## config.mk

```make
export PLATFORM = sky130hd
export DESIGN_NAME = cds_ctrl
export DESIGN_NICKNAME = d
export VERILOG_FILES = /design/src/rtl/cds_pkg.sv /design/src/rtl/cds_ctrl.sv
export SDC_FILE = /design/constraint.sdc
export NUM_CORES = 1
export LEC_CHECK = 0
export BUFFER_PORTS_ARGS = -buffer_cell sky130_fd_sc_hd__buf_2
export CORE_ASPECT_RATIO = 0.7
export CORE_MARGIN = 3
export CORE_UTILIZATION = 40
export DETAILED_ROUTE_END_ITERATION = 10
export PLACE_DENSITY_LB_ADDON = 0.3
export SLEW_MARGIN = 20
export SYNTH_ARGS = -nofsm -noshare
export SYNTH_HDL_FRONTEND = slang
export SYNTH_SLANG_ARGS = --single-unit
```

## constraint.sdc

```tcl
create_clock -name clk -period 3.8 [get_ports clk]
set_input_delay 0.76 -clock clk [delete_from_list [all_inputs] [get_ports clk]]
set_output_delay 0.76 -clock clk [all_outputs]
set_load 0.005 [all_outputs]
```

## src/rtl/cds_pkg.sv

```systemverilog
package cds_pkg;

    // fixed-point format of all positions, velocities and times
    localparam int FB = 16;

    localparam int WORD_W = 32;
    localparam int CFG_W  = 31;
    localparam int ADDR_W = 2;
    localparam int DATA_W = 4 * WORD_W;

    // register indexes on the write port
    localparam logic [ADDR_W-1:0] REG_SMOOTH_TIME = 2'd0;
    localparam logic [ADDR_W-1:0] REG_TICK_TIME   = 2'd1;
    localparam logic [ADDR_W-1:0] REG_MAX_SPEED   = 2'd2;

    localparam logic [CFG_W-1:0] SMOOTH_TIME_RST = 31'd65536;
    localparam logic [CFG_W-1:0] TICK_TIME_RST   = 31'd1092;
    localparam logic [CFG_W-1:0] MAX_SPEED_RST   = 31'h7fff_ffff;

    // rounded constants of the exp approximation and the smooth time floor
    localparam longint ONE_I     = longint'(1) << FB;
    localparam longint FLOOR_I   = (ONE_I + 5000) / 10000;
    localparam longint FLOOR_V   = (FLOOR_I == 0) ? 1 : FLOOR_I;
    localparam longint K048_I    = (48 * ONE_I + 50) / 100;
    localparam longint K0235_I   = (235 * ONE_I + 500) / 1000;

    localparam logic [CFG_W-1:0]  ST_FLOOR = CFG_W'(FLOOR_V);
    localparam logic [WORD_W-1:0] K048     = WORD_W'(K048_I);
    localparam logic [WORD_W-1:0] K0235    = WORD_W'(K0235_I);

    // widths of the unsigned exp path
    localparam int X_W    = 48;
    localparam int U_W    = 57;
    localparam int D_W    = 59;
    localparam int ACC_W  = 80;
    localparam int PROD_W = 64;
    localparam int DIVD_W = 2 * FB + 2;
    localparam int EX_W   = FB + 1;

    localparam logic [U_W-1:0]    UCAP     = U_W'(1) << 56;
    localparam logic [D_W-1:0]    ONE_D    = D_W'(ONE_I);
    localparam logic [DIVD_W-1:0] OM_DIVD  = DIVD_W'(1) << (2 * FB + 1);
    localparam logic [DIVD_W-1:0] EX_DIVD  = DIVD_W'(1) << (2 * FB);

    localparam logic signed [33:0] S32_MAX_W = 34'sh0_7fff_ffff;
    localparam logic signed [33:0] S32_MIN_W = 34'sh3_8000_0000;

    typedef enum logic [5:0] {
        OP_NOP,
        OP_CAPTURE,
        OP_DIV_OM,
        OP_WAIT_OM,
        OP_MUL_XT,
        OP_TAKE_X,
        OP_MUL_XX,
        OP_TAKE_X2,
        OP_MUL_X3L,
        OP_MUL_X3H,
        OP_ACC,
        OP_TAKE_X3,
        OP_MUL_T2L,
        OP_MUL_T2H,
        OP_TAKE_T2,
        OP_MUL_T3L,
        OP_MUL_T3H,
        OP_TAKE_T3,
        OP_DIV_EX,
        OP_WAIT_EX,
        OP_MUL_LIM,
        OP_TAKE_LIM,
        OP_CHANGE,
        OP_LIMTGT,
        OP_S1,
        OP_MUL_T,
        OP_TEMP,
        OP_MUL_A2,
        OP_S2,
        OP_MUL_V,
        OP_VEL,
        OP_MUL_O,
        OP_OUT,
        OP_EMIT
    } op_t;

    typedef struct packed {
        op_t  op;
        logic axis;
    } cds_cmd_t;

    typedef struct packed {
        logic div_done;
        logic out_free;
    } cds_sts_t;

    localparam int CONST_LEN = 22;
    localparam int AXIS_LEN  = 11;
    localparam int PC_W      = $clog2(CONST_LEN);
    localparam int APC_W     = $clog2(AXIS_LEN);

    // constant terms, run once after reset or a register write
    localparam op_t CONST_PROG [CONST_LEN] = '{
        OP_DIV_OM, OP_WAIT_OM, OP_MUL_XT, OP_TAKE_X, OP_MUL_XX, OP_TAKE_X2,
        OP_MUL_X3L, OP_MUL_X3H, OP_ACC, OP_TAKE_X3,
        OP_MUL_T2L, OP_MUL_T2H, OP_ACC, OP_TAKE_T2,
        OP_MUL_T3L, OP_MUL_T3H, OP_ACC, OP_TAKE_T3,
        OP_DIV_EX, OP_WAIT_EX, OP_MUL_LIM, OP_TAKE_LIM
    };

    // per-axis step
    localparam op_t AXIS_PROG [AXIS_LEN] = '{
        OP_CHANGE, OP_LIMTGT, OP_S1, OP_MUL_T, OP_TEMP, OP_MUL_A2,
        OP_S2, OP_MUL_V, OP_VEL, OP_MUL_O, OP_OUT
    };

    function automatic logic signed [33:0] sx34(input logic signed [31:0] v);
        return {{2{v[31]}}, v};
    endfunction

    function automatic logic signed [31:0] sat32(input logic signed [33:0] v);
        logic signed [31:0] r;
        if (v > S32_MAX_W) r = 32'sh7fff_ffff;
        else if (v < S32_MIN_W) r = 32'sh8000_0000;
        else r = v[31:0];
        return r;
    endfunction

    function automatic logic [31:0] mag32(input logic signed [31:0] v);
        logic [31:0] r;
        r = v[31] ? 32'(-v) : 32'(v);
        return r;
    endfunction

    // finish a sign-magnitude product: drop fraction bits, apply sign, saturate
    function automatic logic signed [31:0] qfin(input logic [PROD_W-1:0] p, input logic neg);
        logic [PROD_W-1:0] m;
        logic signed [31:0] r;
        m = p >> FB;
        if (!neg) r = (m > PROD_W'(32'h7fff_ffff)) ? 32'sh7fff_ffff : $signed(m[31:0]);
        else r = (m > PROD_W'(32'h8000_0000)) ? 32'sh8000_0000 : $signed(32'(-m[31:0]));
        return r;
    endfunction

endpackage

```

## src/rtl/cds_ctrl.sv

```systemverilog
module cds_ctrl
    import cds_pkg::*;
(
    input  logic     clk,
    input  logic     rst_n,
    input  logic     s_tvalid,
    output logic     s_tready,
    input  logic     cfg_we,
    input  cds_sts_t sts,
    output cds_cmd_t cmd
);

    typedef enum logic [1:0] {
        ST_IDLE,
        ST_CONST,
        ST_AXIS,
        ST_EMIT
    } state_t;

    state_t          state_reg;
    logic [PC_W-1:0] pc_reg;
    logic            axis_reg;
    logic            cache_valid_reg;
    op_t             op;
    logic            hold;
    logic            const_last;

    always_comb
    begin
        unique case (state_reg)
            ST_IDLE:  op = s_tvalid ? OP_CAPTURE : OP_NOP;
            ST_CONST: op = CONST_PROG[pc_reg];
            ST_AXIS:  op = AXIS_PROG[pc_reg[APC_W-1:0]];
            ST_EMIT:  op = OP_EMIT;
            default:  op = OP_NOP;
        endcase
        hold = ((op == OP_WAIT_OM) || (op == OP_WAIT_EX)) && !sts.div_done;
        const_last = (state_reg == ST_CONST) && !hold && (pc_reg == PC_W'(CONST_LEN - 1));
    end

    always_ff @(posedge clk or negedge rst_n)
    begin
        if (!rst_n)
        begin
            state_reg       <= ST_IDLE;
            pc_reg          <= '0;
            axis_reg        <= 1'b0;
            cache_valid_reg <= 1'b0;
        end
        else
        begin
            unique case (state_reg)
                ST_IDLE:
                    if (s_tvalid)
                    begin
                        pc_reg    <= '0;
                        axis_reg  <= 1'b0;
                        state_reg <= cache_valid_reg ? ST_AXIS : ST_CONST;
                    end
                ST_CONST:
                    if (!hold)
                    begin
                        if (pc_reg == PC_W'(CONST_LEN - 1))
                        begin
                            pc_reg    <= '0;
                            state_reg <= ST_AXIS;
                        end
                        else
                            pc_reg <= pc_reg + 1'b1;
                    end
                ST_AXIS:
                    if (pc_reg == PC_W'(AXIS_LEN - 1))
                    begin
                        pc_reg <= '0;
                        if (axis_reg) state_reg <= ST_EMIT;
                        else          axis_reg  <= 1'b1;
                    end
                    else
                        pc_reg <= pc_reg + 1'b1;
                ST_EMIT:
                    if (sts.out_free)
                        state_reg <= ST_IDLE;
                default:
                    state_reg <= ST_IDLE;
            endcase
            // constants depend on the registers, recompute after any write
            if (cfg_we)
                cache_valid_reg <= 1'b0;
            else if (const_last)
                cache_valid_reg <= 1'b1;
        end
    end

    assign s_tready = (state_reg == ST_IDLE);
    assign cmd.op   = op;
    assign cmd.axis = axis_reg;

    a_axis_needs_const: assert property (@(posedge clk) disable iff (!rst_n)
        (state_reg == ST_AXIS) |-> cache_valid_reg)
        else $error("axis step without constant terms");

    a_emit_holds: assert property (@(posedge clk) disable iff (!rst_n)
        (state_reg == ST_EMIT && !sts.out_free) |=> (state_reg == ST_EMIT))
        else $error("result dropped while output busy");

    a_accept_starts: assert property (@(posedge clk) disable iff (!rst_n)
        (s_tvalid && s_tready) |=> (state_reg == ST_CONST || state_reg == ST_AXIS))
        else $error("accepted word not processed");

endmodule

```

==> flow_summary.toml <==
[run_status]
status = "finished clean"

[sta]
fmax_mhz = 354
setup_total_negative_slack_ps = 0
setup-violations-final = 0
period_minus_ws_final_ps = 2820
fin_crit_sh_pct = 74.3
hold_slack_ps = 374
worstMarginPinSlew_ps = 521
final_max_slew_viol_count = 0
rsz0062_at_grt = "false"
clock_skew_ps = 0.820
final-hold-violation-count = 0
timing.max_slew.rel_slack_pct = 65.3

[global_routing]
via_count_of_the_first_global_routing_pass = 756
grt.overflow.total = 0
maximum_number_of_pins_on_one_net_before_global_route_repair = 18
grt_antenna_before_repair = 0
global_route_wire_length_before_repair_mm = 3.70
groute.usage.overall_pct = 14.8

[placement]
dp.cells = 158
dpl.hpwl_mm = 1.74
portBuffers = 13
global_placer_s_final_weighted_congestion = 0.832

[logic_synthesis]
synth.yosys.seq_area_share_pct = 21.5
postSynthAreaPerCell_um2 = 8.82
post_synth_instance_area_mm2 = 0.00105
synth_ff_type = "dfrtp_1"
synthesis.nets = 139
ys_top_cells_by_area = "dfrtp_1 (21%), ha_1 (17%), buf_6 (4.3%)"
synth-seq-cells = 9
post_synth_edffs = 0
synth-async-reset-ratio_pct = 100
post_synth_inst_count = 119
synth_top_area_cell = "dfrtp_1"
distinct_cell_type_count_of_the_synthesized_netlist = 40
synth_largest_type_area_fraction_pct = 21.5
yosys_warnings = 0

[detailed_routing]
vias_per_cell = 5.30
post-route-drc-count = 0
drt_iter0_markers = 114
num_vias = 858
drt_pre_antenna_iters = 4
route.detailed.wl_per_inst_um = 13.6
totalWireLength_mm = 2.21
drt.antenna.violating_nets = 0

[cells_and_area]
final.fill_count = 234
antenna-diode-count = 0
most-common-layout-cells = "ha_1 (14), buf_2 (13), inv_1 (12), nor2_1 (11), nand2_1 (10)"
finalNonFillerCells = 162
layout.cells.most_common = "ha_1"
multi_input_area_um2 = 723
syn_to_final_growth_pct = 9.06
footprint_of_the_flip_flops_and_latches_um2 = 225
finish.net_count = 151
flip_flop_count_of_the_largest_register_all_copies_and_words_added = 5
layout_cells_sized_above_1_pct = 23.1

[setup_path]
worst_path_largest_cell_delay_ps = 540
timing.critical_path.slowest_stage_cell = "dfrtp_1"
cp.required_ps = 3040
critPathArrivalTime_ps = 2060
critical_path.cell_chain = "inv_1, ha_1, mux2i_1, o21ai_0, a311oi_1, and2b_2, buf_2"
setup.worst_path.class = "flip-flop to output port"
critical-path-top-delay-family = "flip-flops"
worst_setup_path_start_kind = "flip-flop"
timing.critical_path.fanout_max = 10
crit_buf_inv = 2
cp-end-kind = "output port"

[power_and_ir_drop]
vdd_drop_max_mv = 0.326
power_per_cell_area_mw_per_mm2 = 545
finalPower_uw = 623
leakagePower_nw = 0.525

[flow_run]
maxCapViolCount = 0

[cts]
cts_made_buffers = 3
max_buffers_root_to_sink = 2
cts_hold_repair.buffers = 0
clkTransAtPathRegs_ps = 50
cts.repair_timing.setup_buffer_count = 0
cts_max_level = 1
cts_tree = "built"
clock_tree.root_cell = "clkbuf_8"
clock_sink_count = 9
post_cts_resize_count = 0
worstSkewPairLatency_ps = 230

[floorplanning]
coreArea_mm2 = 0.00231
die-width_um = 67.2
std_cell_rows = 14
i_o_pin_count = 14
initial_utilization_pct = 45.4
floorplan.die.height_um = 48.9
die_area_mm2 = 0.00328

[worst_hold_path]
min_path_type = "input pin to asynchronous set/reset pin"
layout make-up:
cell class	instances	share of cell area (%)
Clock inverter	1	0.437
Tap cell	32	3.50
Timing Repair Buffer	13	5.68
Inverter	12	3.93
Sequential cell	9	19.7
Multi-Input combinational cell	92	63.2
Clock buffer	3	3.61
cells in the mapped netlist, drive strengths merged, types with 3 or more instances:
cell type	n
dfrtp	9
nor3	4
nor2	11
inv	12
nand2	10
a21oi	8
mux2i	3
buf	6
nand2b	6
o21ai	7
mux2	3
ha	14
metal layers:
| metal | up-vias | wire length (um) | share of wire (%) | global-route usage (%) |
|---|---|---|---|---|
| met2 | 26 | 846 | 38 | 18.1 |
| met1 | 391 | 1220 | 55 | 24.9 |
| met5 | - | 0 | 0 | 0 |
| met3 | 0 | 140 | 6.3 | 4.15 |
| li1 | 441 | - | - | - |
| met4 | 0 | 0 | 0 | 2.02 |
final timing paths:
kind / from / end / slack [ps] / cells past startpoint
setup / recovery: pc_reg[1] / cmd[1] / 980 / 7
hold / removal: rst_n / pc_reg[0] / 370 / 1
setup reg to reg: pc_reg[1] / pc_reg[1] / 1390 / 8
hold reg to reg: cache_valid_reg / cache_valid_reg / 550 / 1
max in group asynchronous: rst_n / pc_reg[3] / 3240 / 1
min in group clk: cache_valid_reg / cache_valid_reg / 550 / 1
through the flow:
stage	util, %	cell area (um^2)	worst slack (ps)
after global routing	49.5	1140	778
final	49.5	1140	977
after global placement	47.5	1100	1280
after detailed placement	47.5	1100	1250
after CTS	49.5	1140	1000
after floorplan	-	1050	1610
cells by family (layout without fill, tap and decap cells):
logic type      count (synthesis)  count (layout)  synth area share [%]
simple gates                   44              44                  25.5
compound gates                 28              28                  19.5
buf+inv                        18              29                  9.65
fa+ha+maj                      14              14                  16.7
flops                           9               9                  21.5
mux                             6               6                  7.15
power breakdown:
part / switching, mW / internal [mW]
Combinational: 0.211 / 0.158
Sequential: 0.0302 / 0.112
Clock: 0.0400 / 0.0716
(Power assumes the default switching activity.)
